$ cat config.mk
export PLATFORM = sky130hd
export DESIGN_NAME = mpd_seq
export DESIGN_NICKNAME = d
export VERILOG_FILES = /design/src/rtl/mpd_pkg.sv /design/src/rtl/mpd_seq.sv
export SDC_FILE = /design/constraint.sdc
export NUM_CORES = 1
export LEC_CHECK = 0
export BUFFER_PORTS_ARGS = -buffer_cell sky130_fd_sc_hd__buf_2
export CAP_MARGIN = 20
export CORE_MARGIN = 4
export CORE_UTILIZATION = 60
export DETAILED_ROUTE_END_ITERATION = 16
export HOLD_SLACK_MARGIN = 0.06
export PLACE_DENSITY = 0.88
export SLEW_MARGIN = 10
export SYNTH_ARGS = -nofsm -noshare
export SYNTH_HDL_FRONTEND = slang
export SYNTH_SLANG_ARGS = --single-unit
$ cat constraint.sdc
create_clock -name clk_i -period 6.4 [get_ports clk_i]
set_clock_uncertainty 0.05 [all_clocks]
set_input_delay 0.64 -clock clk_i [delete_from_list [all_inputs] [get_ports clk_i]]
set_output_delay 0.64 -clock clk_i [all_outputs]
set_load 0.03 [all_outputs]
$ cat src/rtl/mpd_pkg.sv
// shared types and constants for the maximin pairwise distance block
// no dependencies
package mpd_pkg;

  localparam int unsigned MAX_POINTS_DEF  = 64;
  localparam int unsigned MAX_FACTORS_DEF = 16;
  localparam int unsigned LEVEL_BITS_DEF  = 8;

  localparam int unsigned LEVEL_W = 8;
  localparam int unsigned PIDX_W  = 6;
  localparam int unsigned FIDX_W  = 4;
  localparam int unsigned NP_W    = 7;
  localparam int unsigned NF_W    = 5;
  localparam int unsigned CFG_W   = 7;
  localparam int unsigned OUT_W   = 24;

  localparam logic [OUT_W-1:0] START_MIN = 24'd9999999;
  localparam logic [NP_W-1:0]  NP_RESET  = 7'd64;
  localparam logic [NF_W-1:0]  NF_RESET  = 5'd16;

  typedef enum logic {
    CFG_NUM_POINTS  = 1'b0,
    CFG_NUM_FACTORS = 1'b1
  } cfg_idx_e;

  typedef enum logic [2:0] {
    ST_IDLE  = 3'b001,
    ST_WALK  = 3'b010,
    ST_DRAIN = 3'b100
  } mpd_state_e;

  // control that travels alongside each store read
  typedef struct packed {
    logic valid;
    logic first;   // first factor of a pair
    logic last;    // last factor of a pair
    logic final_w; // last read of the walk
    logic zero;    // no factors in use, pair sum is zero
    logic bypass;  // no pairs, emit running min as is
  } mpd_tag_t;

endpackage

$ cat src/rtl/mpd_seq.sv
// sequencer: config registers, store write addressing and the pair/factor walk
// depends on mpd_pkg
module mpd_seq import mpd_pkg::*; #(
  parameter int unsigned MAX_POINTS  = MAX_POINTS_DEF,
  parameter int unsigned MAX_FACTORS = MAX_FACTORS_DEF,
  parameter int unsigned LEVEL_BITS  = LEVEL_BITS_DEF,
  localparam int unsigned AW  = $clog2(MAX_POINTS * MAX_FACTORS),
  localparam int unsigned NPW = $clog2(MAX_POINTS + 1),
  localparam int unsigned NFW = $clog2(MAX_FACTORS + 1)
) (
  input  logic                  clk_i,
  input  logic                  rst_ni,
  input  logic                  start,
  output logic                  busy,
  input  logic [LEVEL_W-1:0]    level_i,
  input  logic [PIDX_W-1:0]     point_index_i,
  input  logic [FIDX_W-1:0]     factor_index_i,
  input  logic                  last_i,
  input  logic                  cfg_we_i,
  input  logic                  cfg_index_i,
  input  logic [CFG_W-1:0]      cfg_wdata_i,
  input  logic                  walk_done_i,
  output logic                  we_o,
  output logic [AW-1:0]         waddr_o,
  output logic [LEVEL_BITS-1:0] wdata_o,
  output logic [AW-1:0]         raddr_a_o,
  output logic [AW-1:0]         raddr_b_o,
  output mpd_tag_t              tag_o
);

  mpd_state_e state_q, state_d;
  logic [NP_W-1:0] np_cfg_q;
  logic [NF_W-1:0] nf_cfg_q;
  logic [NPW-1:0]  a_q, a_d, b_q, b_d, np_m1_q, np_m1_d;
  logic [NFW-1:0]  f_q, f_d, fmax_q, fmax_d;
  logic            zero_q, zero_d;
  logic [AW-1:0]   base_a_q, base_a_d, base_b_q, base_b_d;

  logic            accept;
  logic [NPW-1:0]  np_eff;
  logic [NFW-1:0]  nf_eff;
  logic            f_last, b_last, is_final;

  assign accept = start && !busy;
  assign busy   = !state_q[0];

  // store write, out of range indexes write nothing
  assign we_o    = accept && (int'(point_index_i) < MAX_POINTS)
                          && (int'(factor_index_i) < MAX_FACTORS);
  assign waddr_o = AW'(int'(point_index_i) * MAX_FACTORS + int'(factor_index_i));
  assign wdata_o = LEVEL_BITS'(level_i);

  assign np_eff = (int'(np_cfg_q) > MAX_POINTS) ? NPW'(MAX_POINTS) : NPW'(np_cfg_q);
  assign nf_eff = (int'(nf_cfg_q) > MAX_FACTORS) ? NFW'(MAX_FACTORS) : NFW'(nf_cfg_q);

  assign raddr_a_o = base_a_q + AW'(f_q);
  assign raddr_b_o = base_b_q + AW'(f_q);

  assign f_last   = (f_q == fmax_q);
  assign b_last   = (b_q == np_m1_q);
  assign is_final = f_last && b_last && (b_q == a_q + NPW'(1));

  always_ff @(posedge clk_i or negedge rst_ni) begin
    if (!rst_ni) begin
      np_cfg_q <= NP_RESET;
      nf_cfg_q <= NF_RESET;
    end else if (cfg_we_i) begin
      unique case (cfg_index_i)
        CFG_NUM_POINTS:  np_cfg_q <= cfg_wdata_i[NP_W-1:0];
        CFG_NUM_FACTORS: nf_cfg_q <= cfg_wdata_i[NF_W-1:0];
        default: ;
      endcase
    end
  end

  always_comb begin
    state_d  = state_q;
    a_d      = a_q;
    b_d      = b_q;
    f_d      = f_q;
    np_m1_d  = np_m1_q;
    fmax_d   = fmax_q;
    zero_d   = zero_q;
    base_a_d = base_a_q;
    base_b_d = base_b_q;
    tag_o    = '0;
    unique case (state_q)
      ST_IDLE: begin
        if (accept && last_i) begin
          np_m1_d  = np_eff - NPW'(1);
          zero_d   = (nf_eff == '0);
          fmax_d   = (nf_eff == '0) ? '0 : nf_eff - NFW'(1);
          a_d      = '0;
          b_d      = NPW'(1);
          f_d      = '0;
          base_a_d = '0;
          base_b_d = AW'(MAX_FACTORS);
          if (np_eff < NPW'(2)) begin
            // no pair exists, send a lone marker down the pipe
            tag_o.valid   = 1'b1;
            tag_o.final_w = 1'b1;
            tag_o.bypass  = 1'b1;
            state_d       = ST_DRAIN;
          end else begin
            state_d = ST_WALK;
          end
        end
      end
      ST_WALK: begin
        tag_o.valid   = 1'b1;
        tag_o.first   = (f_q == '0);
        tag_o.last    = f_last;
        tag_o.final_w = is_final;
        tag_o.zero    = zero_q;
        if (!f_last) begin
          f_d = f_q + NFW'(1);
        end else begin
          f_d = '0;
          if (!b_last) begin
            b_d      = b_q + NPW'(1);
            base_b_d = base_b_q + AW'(MAX_FACTORS);
          end else begin
            a_d      = a_q + NPW'(1);
            b_d      = a_q + NPW'(2);
            base_a_d = base_a_q + AW'(MAX_FACTORS);
            base_b_d = base_a_q + AW'(2 * MAX_FACTORS);
          end
        end
        if (is_final) begin
          state_d = ST_DRAIN;
        end
      end
      ST_DRAIN: begin
        if (walk_done_i) begin
          state_d = ST_IDLE;
        end
      end
      default: state_d = ST_IDLE;
    endcase
  end

  always_ff @(posedge clk_i or negedge rst_ni) begin
    if (!rst_ni) begin
      state_q <= ST_IDLE;
    end else begin
      state_q <= state_d;
    end
  end

  always_ff @(posedge clk_i) begin
    a_q      <= a_d;
    b_q      <= b_d;
    f_q      <= f_d;
    np_m1_q  <= np_m1_d;
    fmax_q   <= fmax_d;
    zero_q   <= zero_d;
    base_a_q <= base_a_d;
    base_b_q <= base_b_d;
  end

`ifndef SYNTHESIS
  a_final_to_drain: assert property (@(posedge clk_i) disable iff (!rst_ni)
    (state_q == ST_WALK && is_final) |=> (state_q == ST_DRAIN))
    else $error("walk did not end after its final read");

  a_pair_order: assert property (@(posedge clk_i) disable iff (!rst_ni)
    (state_q == ST_WALK) |-> (b_q > a_q && b_q <= np_m1_q))
    else $error("pair counters out of order");

  a_no_accept_busy: assert property (@(posedge clk_i) disable iff (!rst_ni)
    (state_q == ST_WALK && f_q != '0) |-> $stable(a_q) && $stable(b_q))
    else $error("pair moved inside a factor sweep");
`endif

endmodule

==> key figures <==
Setup path
  • Critical path type: flop to output port
  • Worst path slowest cell: edfxtp_1
  • RR Endpoint: b_q[6]
  • Worst R2R Start: state_q[2]
  • Worst path arrival time: between 2 and 3 ns
  • CP max FO: 32
  • WP data required: 5.71 ns
  • Crit path top cell by count: or3_1
  • CP max stage delay: around 0.48 ns
  • Cells along the critical path: xor2_1 > nor4_1 > nand4_1 > buf_4 > or3_1 > or3_1 > o21ai_1 > buf_2
  • Nature of the critical path endpoint: output port
  • Reg-to-reg slack, setup: 3.45 ns
  • Setup crit start kind: flop
  • Depth of the worst register-to-register path: 4

Timing
  • Period utilization: a little under three fifths
  • Unrepaired setup endpoints after global routing: false
  • Hold_ws: approximately 0.13 ns
  • Setup TNS: 0 ns
  • Setup-failing EPs final: 0
  • Max Clk Rate: approximately 0.28 GHz
  • Min Tclk post-route: about 3.5 ns
  • Max_slew headroom: 40.0%
  • Hold Vio Cnt, Final: 0
  • Pins Over Slew Limit: 0
  • Setup WS post-layout: 2.85 ns
  • Worst Max-Slew Pin Slew: 0.898 ns

Global routing
  • First-pass GRT wire length: approximately 13,000 um
  • Initial antenna violation count: 0
  • Largest net degree at the start of global routing: 33
  • Vias in the first global route: approximately 2,700
  • GRT Total Usage: a little over a fifth
  • Grt total ovfl: 0

Yosys
  • Post-synth top area share: between 30% and 40%
  • Area leader, netlist: edfxtp_1
  • Sequential area share after synthesis: a little under half
  • Yosys reg bits: 63
  • Main synth FF type: edfxtp_1
  • Syn_nets: between 400 and 500
  • Cells after Synth: approximately 370
  • Post-synth EDFFs: 48
  • Async set-or-reset flop fraction in the synthesized netlist: 23.8%
  • Number of distinct library cells after synthesis: 37
  • Post-Syn Area: slightly below 0.004 mm^2
  • Synth area leaders: edfxtp_1 37%, dfrtp_1 7.8%, xor2_1 6.8%
  • Syn. warnings: 0
  • Syn avg cell area: 10.4 um^2

Drt
  • Detailed Route Iter0 Violations: roughly 200
  • 1st-pass router iterations: 4
  • Vias per cell: a little under 6
  • Vias: 2,745
  • Total Wirelength: approximately 7600 um
  • Post-route ant nets: 0
  • # DRC: 0
  • WL per Instance: 16.1 um

CTS
  • Post-CTS setup buffer count: 0
  • # hold bufs at CTS: 0
  • CTS Buffer Depth: 2
  • Clk Tree Root Cell: clkbuf_8
  • H-tree depth: 3
  • Clock Latency Late Sink: approximately 0.35 ns
  • TritonCTS buffer count: 9
  • # clock sinks: 63
  • CTS tree: yes
  • Post-cts sizing count: 0
  • Clock transition at path regs: 0.07 ns

Floorplanning
  • Io pins: 78
  • Initial Utilization: 63.4%
  • Die Footprint: around 0.0078 mm^2
  • FP Rows: 28
  • Core ar.: just over 0.006 mm^2
  • Die height: 88.3 um
  • Die Wd: approximately 88 um

Cells and area
  • # diodes: 0
  • Cell area after layout: ~0.0042 mm^2
  • Layout Cells excl Fill: 470
  • Share of cells above drive strength 1: 19.0%
  • # nets final: between 400 and 500
  • Most frequent cells in the layout: 48 x edfxtp_1, 44 x nor2_1, 41 x buf_2
  • Most common cell after layout, fill and taps aside: edfxtp_1
  • Area grow syn2layout: 7.90%

Power and ir drop
  • PD cells: 308 mW/mm^2
  • Leakage power: approximately 1.7 nW
  • VDD IR-drop max: between 0.00015 and 0.0002 V

Placement
  • Pre-CTS WS: 3.27 ns
  • Post-DP HPWL: 5420 um
  • IO Port Bufs: just over 40
  • Global placer's final weighted congestion: around 0.85
  • Placed instance count: 454
  • Post-Place Cell Area: around 0.0040 mm^2

Flow run
  • Max-Cap Viols: 0

Outcome
  • Status: completed

Min path
  • Worst Hold Class: input port to asynchronous set/reset pin
==> area by class of cell <==
cell class                      count  area, um^2
Fill cell                         482        1930
Sequential cell                    63        1820
Multi-Input combinational cell    259        1770
Timing Repair Buffer               43         220
Clock buffer                       10         128
Tap cell                           75        93.8
Clock inverter                      6        85.1
Inverter                           14        52.6
==> metal layers <==
metal	routed length, um	track usage (%)	vias up	share of wire (%)
li1	-	-	1310	-
met1	3240	26.7	1332	43
met2	3800	36.1	84	50
met3	413	5.03	19	5.4
met4	133	9.75	0	1.8
met5	0	0	-	0
==> per-stage QoR <==
stage                     total power [mW]  utilization, %
after floorplan                      0.844               -
after CTS                             1.29            68.4
final                                 1.29            68.4
after global placement               0.893            64.9
after global routing                  1.35            68.4
after detailed placement             0.911            64.9
==> sequential cells by signal, summed over array words and instances (netlist names) <==
name / cells
nf_cfg_q: 5
zero_q: 1
a_q: 7
f_q: 5
fmax_q: 5
np_m1_q: 7
np_cfg_q: 7
b_q: 7
base_b_q: 10
base_a_q: 6
state_q: 3
==> report_power, final <==
part / switching [mW] / total, mW / leakage, nW / internal [mW]
Combinational: 0.204 / 0.330 / 0.991 / 0.126
Sequential: 0.0633 / 0.574 / 0.624 / 0.511
Clock: 0.164 / 0.382 / 0.102 / 0.218
==> logic make-up (layout without fill, tap and decap cells) <==
logic type      after synthesis  after routing  synth area share, %
compound gates               40             40                 6.47
mux                          15             15                 4.31
simple gates                127            127                 15.6
buf+inv                      51             73                 7.09
fa+ha+maj                    18             18                 6.02
flops                        63             63                 47.1
xor+xnor                     59             59                 13.4
==> worst max-delay path by stage <==
stage	startpoint	end	slack (ns)	cells past startpoint
after floorplan	f_q[0]	raddr_b_o[8]	3.49	9
after global placement	b_q[0]	tag_o[2]	3.37	8
after detailed placement	b_q[0]	tag_o[2]	3.27	8
after CTS	b_q[0]	tag_o[2]	2.86	8
after global routing	b_q[0]	tag_o[2]	2.66	8
final	b_q[0]	tag_o[2]	2.85	8
==> cell usage after synthesis, types with 5 or more instances <==
cell type,instances
dfrtp_1,12
o21ai_0,11
clkbuf_1,14
a21oi_1,10
xnor2_1,29
mux2_2,13
nand4_1,6
xor2_1,30
edfxtp_1,48
inv_1,14
nand2_1,24
buf_4,22
nand3_1,15
and3_1,12
nand2b_1,5
a211oi_1,9
ha_1,17
nor2_1,44
==> worst max-delay path, delay by kind of cell (launching register included) <==
kind | cells | cell delay [ns]
buf+inv | 2 | 0.47
simple gates | 4 | 1.20
flops | 1 | 0.48
compound gates | 1 | 0.18
xor+xnor | 1 | 0.18
No activity file was read; power rests on OpenSTA's default activity.
