==> config.mk <==
export PLATFORM = sky130hd
export DESIGN_NAME = mpd_dp
export DESIGN_NICKNAME = d
export VERILOG_FILES = /design/src/rtl/mpd_pkg.sv /design/src/rtl/mpd_dp.sv
export SDC_FILE = /design/constraint.sdc
export NUM_CORES = 1
export LEC_CHECK = 0
export BUFFER_PORTS_ARGS = -buffer_cell sky130_fd_sc_hd__buf_2
export CORE_ASPECT_RATIO = 1.1
export CORE_MARGIN = 2
export CORE_UTILIZATION = 55
export CTS_CLUSTER_DIAMETER = 30
export CTS_CLUSTER_SIZE = 25
export DETAILED_ROUTE_END_ITERATION = 10
export PLACE_DENSITY = 0.81
export SYNTH_ARGS = -nofsm -noshare
export SYNTH_HDL_FRONTEND = slang
export SYNTH_SLANG_ARGS = --single-unit
==> constraint.sdc <==
create_clock -name clk_i -period 17.78 [get_ports clk_i]
set_input_delay 2.667 -clock clk_i [delete_from_list [all_inputs] [get_ports clk_i]]
set_output_delay 2.667 -clock clk_i [all_outputs]
set_load 0.005 [all_outputs]
==> src/rtl/mpd_pkg.sv <==
// shared types and constants for the maximin pairwise distance block
// no dependencies
package mpd_pkg;

  localparam int unsigned MAX_POINTS_DEF  = 64;
  localparam int unsigned MAX_FACTORS_DEF = 16;
  localparam int unsigned LEVEL_BITS_DEF  = 8;

  localparam int unsigned LEVEL_W = 8;
  localparam int unsigned PIDX_W  = 6;
  localparam int unsigned FIDX_W  = 4;
  localparam int unsigned NP_W    = 7;
  localparam int unsigned NF_W    = 5;
  localparam int unsigned CFG_W   = 7;
  localparam int unsigned OUT_W   = 24;

  localparam logic [OUT_W-1:0] START_MIN = 24'd9999999;
  localparam logic [NP_W-1:0]  NP_RESET  = 7'd64;
  localparam logic [NF_W-1:0]  NF_RESET  = 5'd16;

  typedef enum logic {
    CFG_NUM_POINTS  = 1'b0,
    CFG_NUM_FACTORS = 1'b1
  } cfg_idx_e;

  typedef enum logic [2:0] {
    ST_IDLE  = 3'b001,
    ST_WALK  = 3'b010,
    ST_DRAIN = 3'b100
  } mpd_state_e;

  // control that travels alongside each store read
  typedef struct packed {
    logic valid;
    logic first;   // first factor of a pair
    logic last;    // last factor of a pair
    logic final_w; // last read of the walk
    logic zero;    // no factors in use, pair sum is zero
    logic bypass;  // no pairs, emit running min as is
  } mpd_tag_t;

endpackage

==> src/rtl/mpd_dp.sv <==
// datapath: difference, square, saturating pair sum and running minimum
// depends on mpd_pkg
module mpd_dp import mpd_pkg::*; #(
  parameter int unsigned LEVEL_BITS = LEVEL_BITS_DEF
) (
  input  logic                  clk_i,
  input  logic                  rst_ni,
  input  mpd_tag_t              tag_i,
  input  logic [LEVEL_BITS-1:0] x_i,
  input  logic [LEVEL_BITS-1:0] y_i,
  output logic                  walk_done_o,
  output logic                  result_valid_o,
  output logic [OUT_W-1:0]      min_sq_dist_o
);

  localparam int unsigned SQ_W  = 2 * LEVEL_BITS;
  localparam int unsigned SUM_W = ((SQ_W > OUT_W) ? SQ_W : OUT_W) + 1;

  mpd_tag_t              tag1_q, tag2_q, tag3_q;
  logic [LEVEL_BITS-1:0] d_q, d_d;
  logic [SQ_W-1:0]       sq_q;
  logic [OUT_W-1:0]      acc_q, acc_d, min_q, min_d, min_new, out_d;
  logic [SUM_W-1:0]      sum;
  logic                  valid_d;

  // store read data lines up with tag1
  always_comb begin
    d_d = (x_i > y_i) ? x_i - y_i : y_i - x_i;
    if (tag1_q.zero) begin
      d_d = '0;
    end
  end

  always_comb begin
    sum     = SUM_W'(tag3_q.first ? '0 : acc_q) + SUM_W'(sq_q);
    acc_d   = (sum > SUM_W'(START_MIN)) ? START_MIN : sum[OUT_W-1:0];
    min_new = (acc_d < min_q) ? acc_d : min_q;
    min_d   = min_q;
    out_d   = min_sq_dist_o;
    valid_d = 1'b0;
    if (tag3_q.valid && tag3_q.last) begin
      min_d = min_new;
    end
    if (tag3_q.valid && tag3_q.final_w) begin
      valid_d = 1'b1;
      out_d   = tag3_q.bypass ? min_q : min_new;
      min_d   = START_MIN;
    end
  end

  assign walk_done_o = tag3_q.valid && tag3_q.final_w;

  always_ff @(posedge clk_i or negedge rst_ni) begin
    if (!rst_ni) begin
      tag1_q         <= '0;
      tag2_q         <= '0;
      tag3_q         <= '0;
      min_q          <= START_MIN;
      result_valid_o <= 1'b0;
    end else begin
      tag1_q         <= tag_i;
      tag2_q         <= tag1_q;
      tag3_q         <= tag2_q;
      min_q          <= min_d;
      result_valid_o <= valid_d;
    end
  end

  always_ff @(posedge clk_i) begin
    d_q           <= d_d;
    sq_q          <= SQ_W'(d_q) * SQ_W'(d_q);
    min_sq_dist_o <= out_d;
    if (tag3_q.valid) begin
      acc_q <= acc_d;
    end
  end

`ifndef SYNTHESIS
  a_min_restart: assert property (@(posedge clk_i) disable iff (!rst_ni)
    result_valid_o |-> (min_q == START_MIN))
    else $error("running min not restarted after a result");

  a_result_range: assert property (@(posedge clk_i) disable iff (!rst_ni)
    result_valid_o |-> (min_sq_dist_o <= START_MIN))
    else $error("result above start value");

  a_done_pulse: assert property (@(posedge clk_i) disable iff (!rst_ni)
    walk_done_o |=> result_valid_o)
    else $error("walk end gave no result");
`endif

endmodule

==> results of run 1 <==
[Yosys cell counts, types with 3 or more instances]
cell / count
sky130_fd_sc_hd__buf_2: 9
sky130_fd_sc_hd__xor2_1: 12
sky130_fd_sc_hd__edfxtp_1: 48
sky130_fd_sc_hd__o22ai_1: 3
sky130_fd_sc_hd__a31oi_1: 5
sky130_fd_sc_hd__xnor2_1: 24
sky130_fd_sc_hd__a21oi_1: 40
sky130_fd_sc_hd__mux2_2: 10
sky130_fd_sc_hd__and2_1: 27
sky130_fd_sc_hd__o21a_1: 5
sky130_fd_sc_hd__nand2_1: 56
sky130_fd_sc_hd__o211ai_1: 5
sky130_fd_sc_hd__fa_1: 27
sky130_fd_sc_hd__a211oi_2: 4
sky130_fd_sc_hd__nand3_1: 15
sky130_fd_sc_hd__or3_1: 7
sky130_fd_sc_hd__ha_1: 83
sky130_fd_sc_hd__dfrtp_1: 27
sky130_fd_sc_hd__nand2b_1: 3
sky130_fd_sc_hd__mux2i_1: 5
sky130_fd_sc_hd__nor2b_1: 26
sky130_fd_sc_hd__nand3b_1: 3
sky130_fd_sc_hd__nand4_1: 13
sky130_fd_sc_hd__nor3_1: 10
sky130_fd_sc_hd__o21ai_0: 29
sky130_fd_sc_hd__buf_6: 4
sky130_fd_sc_hd__mux2_4: 20
sky130_fd_sc_hd__dfstp_2: 14
sky130_fd_sc_hd__a21o_1: 15
sky130_fd_sc_hd__inv_1: 81
sky130_fd_sc_hd__or4_1: 3
sky130_fd_sc_hd__nor2_1: 47
sky130_fd_sc_hd__a211o_1: 4
sky130_fd_sc_hd__dfxtp_1: 23
sky130_fd_sc_hd__o21bai_1: 5
sky130_fd_sc_hd__o32a_1: 15
sky130_fd_sc_hd__a211oi_1: 4
sky130_fd_sc_hd__o2bb2ai_1: 10
sky130_fd_sc_hd__clkbuf_1: 11
sky130_fd_sc_hd__and4_1: 3
sky130_fd_sc_hd__and3_1: 5
[critical path: stages, from the launching register on]
cell                       delay, ns
sky130_fd_sc_hd__dfrtp_1        0.86
sky130_fd_sc_hd__nor2b_1        0.11
sky130_fd_sc_hd__ha_1           0.57
sky130_fd_sc_hd__o21ai_0        0.16
sky130_fd_sc_hd__o21bai_1       0.21
sky130_fd_sc_hd__nor2_1         0.10
sky130_fd_sc_hd__a221oi_4       0.37
sky130_fd_sc_hd__nor2_1         0.09
sky130_fd_sc_hd__a211oi_2       0.48
sky130_fd_sc_hd__a21boi_2       0.57
sky130_fd_sc_hd__o22ai_2        0.28
sky130_fd_sc_hd__nand2_1        0.20
sky130_fd_sc_hd__ha_1           0.26
sky130_fd_sc_hd__a21oi_1        0.15
sky130_fd_sc_hd__nor2b_1        0.06
sky130_fd_sc_hd__o21ai_0        0.15
sky130_fd_sc_hd__a21oi_1        0.08
sky130_fd_sc_hd__a31oi_1        0.24
sky130_fd_sc_hd__nand4_1        0.13
sky130_fd_sc_hd__o31ai_2        0.31
sky130_fd_sc_hd__and3b_1        0.60
sky130_fd_sc_hd__buf_4          0.41
sky130_fd_sc_hd__mux2_2         0.37
[layout make-up]
cell class	instances	area, sq um
fill	1270	5960
timing repair buffer	51	260
tap	196	245
clock inverter	6	48.8
sequential	112	2950
inverter	81	304
multi-input combinational	589	4920
clock buffer	10	250
[power groups by stage]
stage / registers (mW) / clock network [mW] / logic [mW]
final: 0.376 / 0.200 / 0.538
after global routing: 0.382 / 0.212 / 0.602
after CTS: 0.376 / 0.201 / 0.536
after detailed placement: 0.381 / 0 / 0.527
after global placement: 0.380 / 0 / 0.514
after floorplan: 0.364 / 0 / 0.417
[worst max path at each step]
stage | start | to | slack [ns]
floorplan | tag3_q[4] | min_sq_dist_o[10] | 12.09
global placement | tag3_q[4] | min_sq_dist_o[2] | 10.96
detailed placement | tag3_q[4] | min_sq_dist_o[2] | 10.83
CTS | tag3_q[4] | min_sq_dist_o[2] | 10.80
global route | tag3_q[4] | min_sq_dist_o[2] | 10.25
finish | tag3_q[4] | min_sq_dist_o[2] | 10.75
[registers in the layout, indices dropped and copies added (netlist names)]
register / count
tag3_q: 5
result_valid_o: 1
min_sq_dist_o: 24
min_q: 24
acc_q: 24
sq_q: 15
tag1_q: 6
d_q: 8
tag2_q: 5
[logic make-up after synthesis]
logic type               after synthesis  share of synthesized area [%]
multiplexers                          35                           5.57
XOR/XNOR                              36                           3.80
AO/OA/AOI/OAI                        172                           15.8
buffers and inverters                107                           5.38
other                                  1                         0.0451
AND/OR/NAND/NOR                      234                           15.0
flip-flops                           112                           35.5
adder cells (fa/ha/maj)              110                           19.0
[metal layers]
metal / vias to the layer above / share of wire (%) / global-route usage [%] / routed length [um]
met5: - / 0 / 0 / 0
met4: 0 / 2.4 / 8.68 / 427
met3: 37 / 4.8 / 3.49 / 856
met2: 187 / 50 / 41.2 / 9020
met1: 3007 / 43 / 29.8 / 7640
li1: 2949 / - / - / -
[cell usage in the layout (no fill, tap or decap), types with 5 or more instances in the layout]
cell type and instances:
sky130_fd_sc_hd__edfxtp_1 48, sky130_fd_sc_hd__and3_1 5, sky130_fd_sc_hd__nand3_1 15, sky130_fd_sc_hd__nand4_1 13, sky130_fd_sc_hd__o211ai_1 5, sky130_fd_sc_hd__mux2_2 10, sky130_fd_sc_hd__fa_1 27, sky130_fd_sc_hd__dfxtp_1 23
sky130_fd_sc_hd__mux2i_1 5, sky130_fd_sc_hd__clkbuf_16 10, sky130_fd_sc_hd__and2_1 27, sky130_fd_sc_hd__o2bb2ai_1 10, sky130_fd_sc_hd__o21ai_0 29, sky130_fd_sc_hd__ha_1 83, sky130_fd_sc_hd__o32a_1 15, sky130_fd_sc_hd__a21o_1 15
sky130_fd_sc_hd__o21bai_1 5, sky130_fd_sc_hd__a21oi_1 40, sky130_fd_sc_hd__dfstp_2 14, sky130_fd_sc_hd__mux2_4 20, sky130_fd_sc_hd__xnor2_1 24, sky130_fd_sc_hd__dfrtp_1 27, sky130_fd_sc_hd__nor2_1 47, sky130_fd_sc_hd__nand2_1 56
sky130_fd_sc_hd__nor3_1 10, sky130_fd_sc_hd__buf_2 49, sky130_fd_sc_hd__nor2b_1 26, sky130_fd_sc_hd__o21a_1 5, sky130_fd_sc_hd__a31oi_1 5, sky130_fd_sc_hd__or3_1 7, sky130_fd_sc_hd__inv_1 81, sky130_fd_sc_hd__xor2_1 12
[stage by stage]
stage               cells  worst slack [ns]
floorplan             808             12.09
global placement     1029             10.96
detailed placement   1029             10.83
CTS                  1045             10.80
global route         1045             10.25
finish               1045             10.75
==> out/metrics.yaml, run 1 <==
sta:
  hold_slack_ns: 0.348
  final.setup.tns_ns: 0
  max_freq_ghz: 0.142
  worst_slew_margin_rel_pct: 24.3
  setup_repair_after_global_routing_missed_its_margin: "false"
  timing_hold_violations_final: 0
  timing_worst_slew_pin_value_ns: 1.14
  final.setup_skew_ns: 0.0126
  setup_violations: 0
  final_max_tran_viols: 0
  timing.final.crit_period_ns: 7.03
  finalCritPeriodShare_pct: 39.5
worst_setup_path:
  reg2reg_depth: 22
  timing_worst_setup_path_type: "flip-flop to flip-flop"
  worstSetupStartpointType: "flip-flop"
  r2r_start: "tag3_q[4]"
  critPathRequiredTime_ns: 17.89
  critical_path_arrival_ns: 7.14
  rrSetupSlack_ns: 10.75
  critPathCaptureType: "flip-flop"
  crit-reg2reg-capture: "min_sq_dist_o[2]"
  critical_path.max_fanout: 23
cells_and_area:
  antenna_cells: 0
  layout.cell_area.non_filler_sq_um: 8970
  nets: 978
  synthToLayoutAreaGrowth_pct: 8.01
  post_layout_utilization_of_the_core_pct: 60.1
  layout-drive-gt1-share_pct: 15.9
place:
  hpwl_um: 13700
  global_placement_routability_congestion: 0.892
  dpl-instance-area_sq_um: 8670
  place.port_buffers: 49
pwr:
  power.internal_uw: 670
  net_switching_power_uw: 444
  power.share.sequential_pct: 33.8
  clock_power_share_pct: 17.9
  power.density_nw_per_um2: 124
  power_mw: 1.11
  share_comb_of_total_power_pct: 48.3
  p_sw_share_pct: 39.8
  leakagePower_nw: 4.13
  peakVddDrop_v: 0.0000762
drt:
  firstDrtPassIters: 5
  viasPerCell: 5.91
  drc: 0
  num_vias: 6180
  route.final.wire_length_um: 17900
  drt_iter0_markers: 310
  final_antenna_net_count: 0
  routed_wire_length_per_instance_um: 17.2
grt:
  grt_max_degree: 42
  total_congestion_overflow_after_global_routing: 0
  global_route.usage.total_pct: 23.7
  grt_pass1_vias: 6424
  antenna_found_initial: 0
  grt_pass1_wl_um: 30500
cts:
  clock_sinks: 112
  htree_num_levels: 3
  cts_setup_buffers: 0
  cts_tree: "done"
  cts_max_path_buffers: 2
  cts-hold-fix-buffers: 0
  post_cts_resized: 0
  cts-buffers-inserted: 9
  clk-insertion-delay-late_ns: 0.36
  clock_tree.root_cell: "sky130_fd_sc_hd__clkbuf_16"
  clk_pin_slew_worst_paths_ns: 0.08
logic_synthesis:
  postSynth.asyncResetShare_pct: 36.6
  synthesized_area_divided_by_synthesized_cell_count_sq_um: 10.3
  synthesis.instances: 807
  synth_top_area_cell: "sky130_fd_sc_hd__edfxtp_1"
  most_instantiated_flip_flop_cell_in_the_synthesis_netlist: "sky130_fd_sc_hd__edfxtp_1"
  synthesis.yosys.warnings: 0
  seq_area_frac_synth_pct: 35.5
  yosysUniqueCellTypes: 83
  synth_seq_cells: 112
  yosysTopAreaCellShare_pct: 17.3
  synth_area_sq_um: 8310
  synth_edf_count: 48
  synth.top_cells.by_area: "sky130_fd_sc_hd__edfxtp_1 17%, sky130_fd_sc_hd__ha_1 13%, sky130_fd_sc_hd__dfrtp_1 8.1%, sky130_fd_sc_hd__fa_1 6.5%, sky130_fd_sc_hd__dfxtp_1 5.5%"
floorplanning:
  die_w_um: 121
  initial_standard_cell_utilization_of_the_core_pct: 55.6
  die_h_um: 133
  ios: 50
  num_rows: 47
  die_area_sq_um: 16100
  core_sq_um: 14900
min_path:
  worstHoldStart: "tag2_q[0]"
  worst_hold_depth: 0
  worstHoldPathType: "flip-flop to flip-flop"
  min_delay_worst_endpoint: "tag3_q[0]"
flow_run:
  drv.max_cap_violation_count: 0
run_status:
  run_status: "finished clean"
Power figures use the tool's default switching activity.
==> run 2, diff against run 1 <==
Settings changed: ABC_AREA set to 1.
Clock period 17.78 ns to 7 ns, I/O delays scaled along.
==> run 2 against run 1 <==
Synthesized cell count increased by 46%. Combinational power increased to 2.7 times the previous value. Sequential share of layout area decreased by 2.3 points. Clock power increased to 2.7 times the previous value. Global-route usage increased by 0.28 points. Sequential cell count unchanged. Largest cell class unchanged. Largest power group unchanged. Sequential power increased by 140%.
==> out/metrics.yaml, run 2 <==
run_status:
  run_status: "finished clean"  # unchanged
logic_synthesis:
  most_instantiated_flip_flop_cell_in_the_synthesis_netlist: "sky130_fd_sc_hd__edfxtp_1"  # unchanged
  synth_edf_count: 48  # unchanged
  synth.top_cells.by_area: "sky130_fd_sc_hd__edfxtp_1 16%, sky130_fd_sc_hd__nand2_1 12%, sky130_fd_sc_hd__ha_1 12%, sky130_fd_sc_hd__inv_1 9.9%, sky130_fd_sc_hd__dfrtp_1 7.5%"  # was sky130_fd_sc_hd__edfxtp_1 17%, sky130_fd_sc_hd__ha_1 13%, sky130_fd_sc_hd__dfrtp_1 8.1%, sky130_fd_sc_hd__fa_1 6.5%, sky130_fd_sc_hd__dfxtp_1 5.5%
  synth_area_sq_um: 8970  # was 8310 sq um
  synthesis.instances: 1178  # was 807
  synth_seq_cells: 112  # unchanged
  yosys.cell_count.top_type: "sky130_fd_sc_hd__nand2_1"  # was sky130_fd_sc_hd__ha_1
  netlist_top_cells_count: "283 x sky130_fd_sc_hd__nand2_1, 237 x sky130_fd_sc_hd__inv_1, 98 x sky130_fd_sc_hd__nand3_1"  # was 83 x sky130_fd_sc_hd__ha_1, 81 x sky130_fd_sc_hd__inv_1, 56 x sky130_fd_sc_hd__nand2_1
  synth_top_area_cell: "sky130_fd_sc_hd__edfxtp_1"  # unchanged
  yosysUniqueCellTypes: 47  # was 83
  postSynth.asyncResetShare_pct: 36.6  # unchanged
  synthesis.yosys.warnings: 0  # unchanged
  synthesized_area_divided_by_synthesized_cell_count_sq_um: 7.61  # was 10.3 sq um
  yosysTopAreaCellShare_pct: 16.1  # was 17.3%
  seq_area_frac_synth_pct: 32.8  # was 35.5%
cts:
  cts_max_path_buffers: 2  # unchanged
  htree_num_levels: 3  # unchanged
  cts_tree: "done"  # unchanged
  clk_pin_slew_worst_paths_ns: 0.07  # was 0.08 ns
  clock_tree.root_cell: "sky130_fd_sc_hd__clkbuf_16"  # unchanged
  cts_setup_buffers: 0  # unchanged
  clock_sinks: 112  # unchanged
  cts-hold-fix-buffers: 0  # unchanged
  post_cts_resized: 0  # unchanged
  cts-buffers-inserted: 9  # unchanged
  clk-insertion-delay-late_ns: 0.35  # was 0.36 ns
floorplanning:
  num_rows: 48  # was 47
  ios: 50  # unchanged
  die_area_sq_um: 17300  # was 16100 sq um
  die_w_um: 126  # was 121 um
  initial_standard_cell_utilization_of_the_core_pct: 56.6  # was 55.6%
  die_h_um: 138  # was 133 um
  core_sq_um: 15900  # was 14900 sq um
sta:
  timing.final.crit_period_ns: 5.93  # was 7.03 ns
  final.setup.tns_ns: 0  # unchanged
  setup_violations: 0  # unchanged
  final.setup_skew_ns: 0.0134  # was 0.0126 ns
  hold_slack_ns: 0.352  # was 0.348 ns
  finalCritPeriodShare_pct: 84.8  # was 39.5%
  timing_worst_slew_pin_value_ns: 1.11  # was 1.14 ns
  final_max_tran_viols: 0  # unchanged
  setup_repair_after_global_routing_missed_its_margin: "false"  # unchanged
  worst_slew_margin_rel_pct: 26.0  # was 24.3%
  timing_hold_violations_final: 0  # unchanged
  max_freq_ghz: 0.169  # was 0.142 GHz
pwr:
  power.density_nw_per_um2: 300  # was 124 nW/um^2
  peakVddDrop_v: 0.000179  # was 0.0000762 V
  p_sw_share_pct: 42.6  # was 39.8%
  share_comb_of_total_power_pct: 49.8  # was 48.3%
  power.internal_mw: 1.66  # was 670 uW
  clock_power_share_pct: 18.6  # was 17.9%
  leakagePower_nw: 5.37  # was 4.13 nW
  power.share.sequential_pct: 31.5  # was 33.8%
  net_switching_power_mw: 1.23  # was 444 uW
grt:
  total_congestion_overflow_after_global_routing: 0  # unchanged
  grt_max_degree: 42  # unchanged
  antenna_found_initial: 0  # unchanged
  grt_pass1_wl_um: 33600  # was 30500 um
  grt_pass1_vias: 7153  # was 6424
  global_route.usage.total_pct: 24.0  # was 23.7%
worst_setup_path:
  critical_path.max_fanout: 37  # was 23
  timing_worst_setup_path_type: "flip-flop to flip-flop"  # unchanged
  critPathRequiredTime_ns: 7.10  # was 17.89 ns
  worstSetupStartpointType: "flip-flop"  # unchanged
  critical_path_arrival_ns: 6.03  # was 7.14 ns
  crit_path_top_delay_cell: "sky130_fd_sc_hd__or4_1"  # was sky130_fd_sc_hd__dfrtp_1
  path_common_cell: "sky130_fd_sc_hd__nand2_1"
  critPathCaptureType: "flip-flop"  # unchanged
  critical-path-max-stage-delay_ns: 0.45  # was 0.86 ns
  rrSetupSlack_ns: 1.07  # was 10.75 ns
drt:
  viasPerCell: 5.35  # was 5.91
  route.final.wire_length_um: 20000  # was 17900 um
  firstDrtPassIters: 5  # unchanged
  drt_iter0_markers: 645  # was 310
  drc: 0  # unchanged
  num_vias: 7589  # was 6180
  final_antenna_net_count: 0  # unchanged
  routed_wire_length_per_instance_um: 14.1  # was 17.2 um
place:
  global_placement_routability_congestion: 0.981  # was 0.892
  hpwl_um: 15800  # was 13700 um
  place.port_buffers: 49  # unchanged
min_path:
  worstHoldPathType: "flip-flop to flip-flop"  # unchanged
flow_run:
  drv.max_cap_violation_count: 0  # unchanged
cells_and_area:
  area_of_the_multi_input_gates_sq_um: 4920  # about the same
  largest_registers: "acc_q (24), min_q (24), min_sq_dist_o (24)"  # unchanged
  num-fill-cells: 1408  # was 1270
  area.sequential_sq_um: 2950  # unchanged
  antenna_cells: 0  # unchanged
  nets: 1347  # was 978
  mostFrequentLayoutCells: "283 x sky130_fd_sc_hd__nand2_1, 237 x sky130_fd_sc_hd__inv_1, 98 x sky130_fd_sc_hd__nand3_1, 83 x sky130_fd_sc_hd__ha_1, 81 x sky130_fd_sc_hd__nor2_1"  # was 83 x sky130_fd_sc_hd__ha_1, 81 x sky130_fd_sc_hd__inv_1, 56 x sky130_fd_sc_hd__nand2_1, 49 x sky130_fd_sc_hd__buf_2, 48 x sky130_fd_sc_hd__edfxtp_1
  synthToLayoutAreaGrowth_pct: 7.58  # was 8.01%
  most_frequent_standard_cell_in_the_layout_excluding_fill_and_tap_cells: "sky130_fd_sc_hd__nand2_1"  # was sky130_fd_sc_hd__ha_1
  layout-drive-gt1-share_pct: 12.6  # was 15.9%
[run 2: changes by cell type after synthesis, sizes merged, moves of 10 or more]
| cell | delta |
|---|---|
| o2bb2ai | -10 |
| o21ai | +22 |
| and2 | -23 |
| mux2 | -28 |
| nor2b | -26 |
| nand3 | +115 |
| nand2 | +240 |
| nor2 | +47 |
| o32a | -15 |
| a21o | -13 |
| xnor2 | -18 |
| a21oi | +10 |
| inv | +162 |
[run 2: per-stage QoR]
step	utilization (%)	setup slack (ns)	cell area [sq um]	power (mW)	cells
after floorplan	-	1.79	8970	1.98	1179
after global placement	58.8	1.29	9330	2.31	1402
after detailed placement	58.8	1.20	9330	2.34	1402
after CTS	60.8	1.18	9650	2.89	1418
after global routing	60.8	0.593	9650	3.13	1418
final	60.8	1.07	9650	2.90	1418
[run 2: layer usage]
layer	up-vias	track usage [%]	part of all wire, %
met5	-	0	0
met4	0	8.79	2.5
met3	38	3.86	6.0
li1	3772	-	-
met2	251	40.9	48
met1	3528	31.1	44
[run 2: worst paths after layout]
kind	from	to	cells past startpoint
worst min register to register	tag1_q[4]	tag2_q[4]	0
worst max register to register	tag3_q[4]	min_sq_dist_o[5]	33
max in group asynchronous	rst_ni	tag2_q[4]	1
worst max-delay path	tag3_q[4]	min_sq_dist_o[5]	33
min in group asynchronous	rst_ni	min_q[16]	1
worst min-delay path	tag1_q[4]	tag2_q[4]	0
[run 2: logic make-up after synthesis]
| kind of cell | count (synthesis) | share of synthesized area, % |
|---|---|---|
| mux | 2 | 0.251 |
| fa+ha+maj | 110 | 17.6 |
| compound gates | 114 | 6.77 |
| xor+xnor | 19 | 1.86 |
| other cells | 1 | 0.0418 |
| flops | 112 | 32.8 |
| buf+inv | 276 | 12.5 |
| simple gates | 544 | 28.1 |
[run 2: area by class of cell]
cell class                 instances  area share (%)
multi-input combinational        791            51.0
sequential                       112            30.5
clock inverter                     6           0.960
clock buffer                      10            2.37
inverter                         244            9.57
tap                              200            2.59
timing repair buffer              55            3.01
[run 2: power by group through the flow]
stage | registers [mW] | clock network [mW] | logic [mW]
finish | 0.913 | 0.540 | 1.44
global route | 0.926 | 0.573 | 1.63
CTS | 0.913 | 0.544 | 1.43
detailed placement | 0.927 | 0 | 1.41
global placement | 0.923 | 0 | 1.39
floorplan | 0.894 | 0 | 1.08
[run 2: critical path, delay by kind of cell, from the launching register on]
family | cells | cell delay (ns)
flip-flops | 1 | 0.33
AND/OR/NAND/NOR | 25 | 3.18
adder cells (fa/ha/maj) | 2 | 0.75
AO/OA/AOI/OAI | 4 | 0.75
buffers and inverters | 2 | 0.64
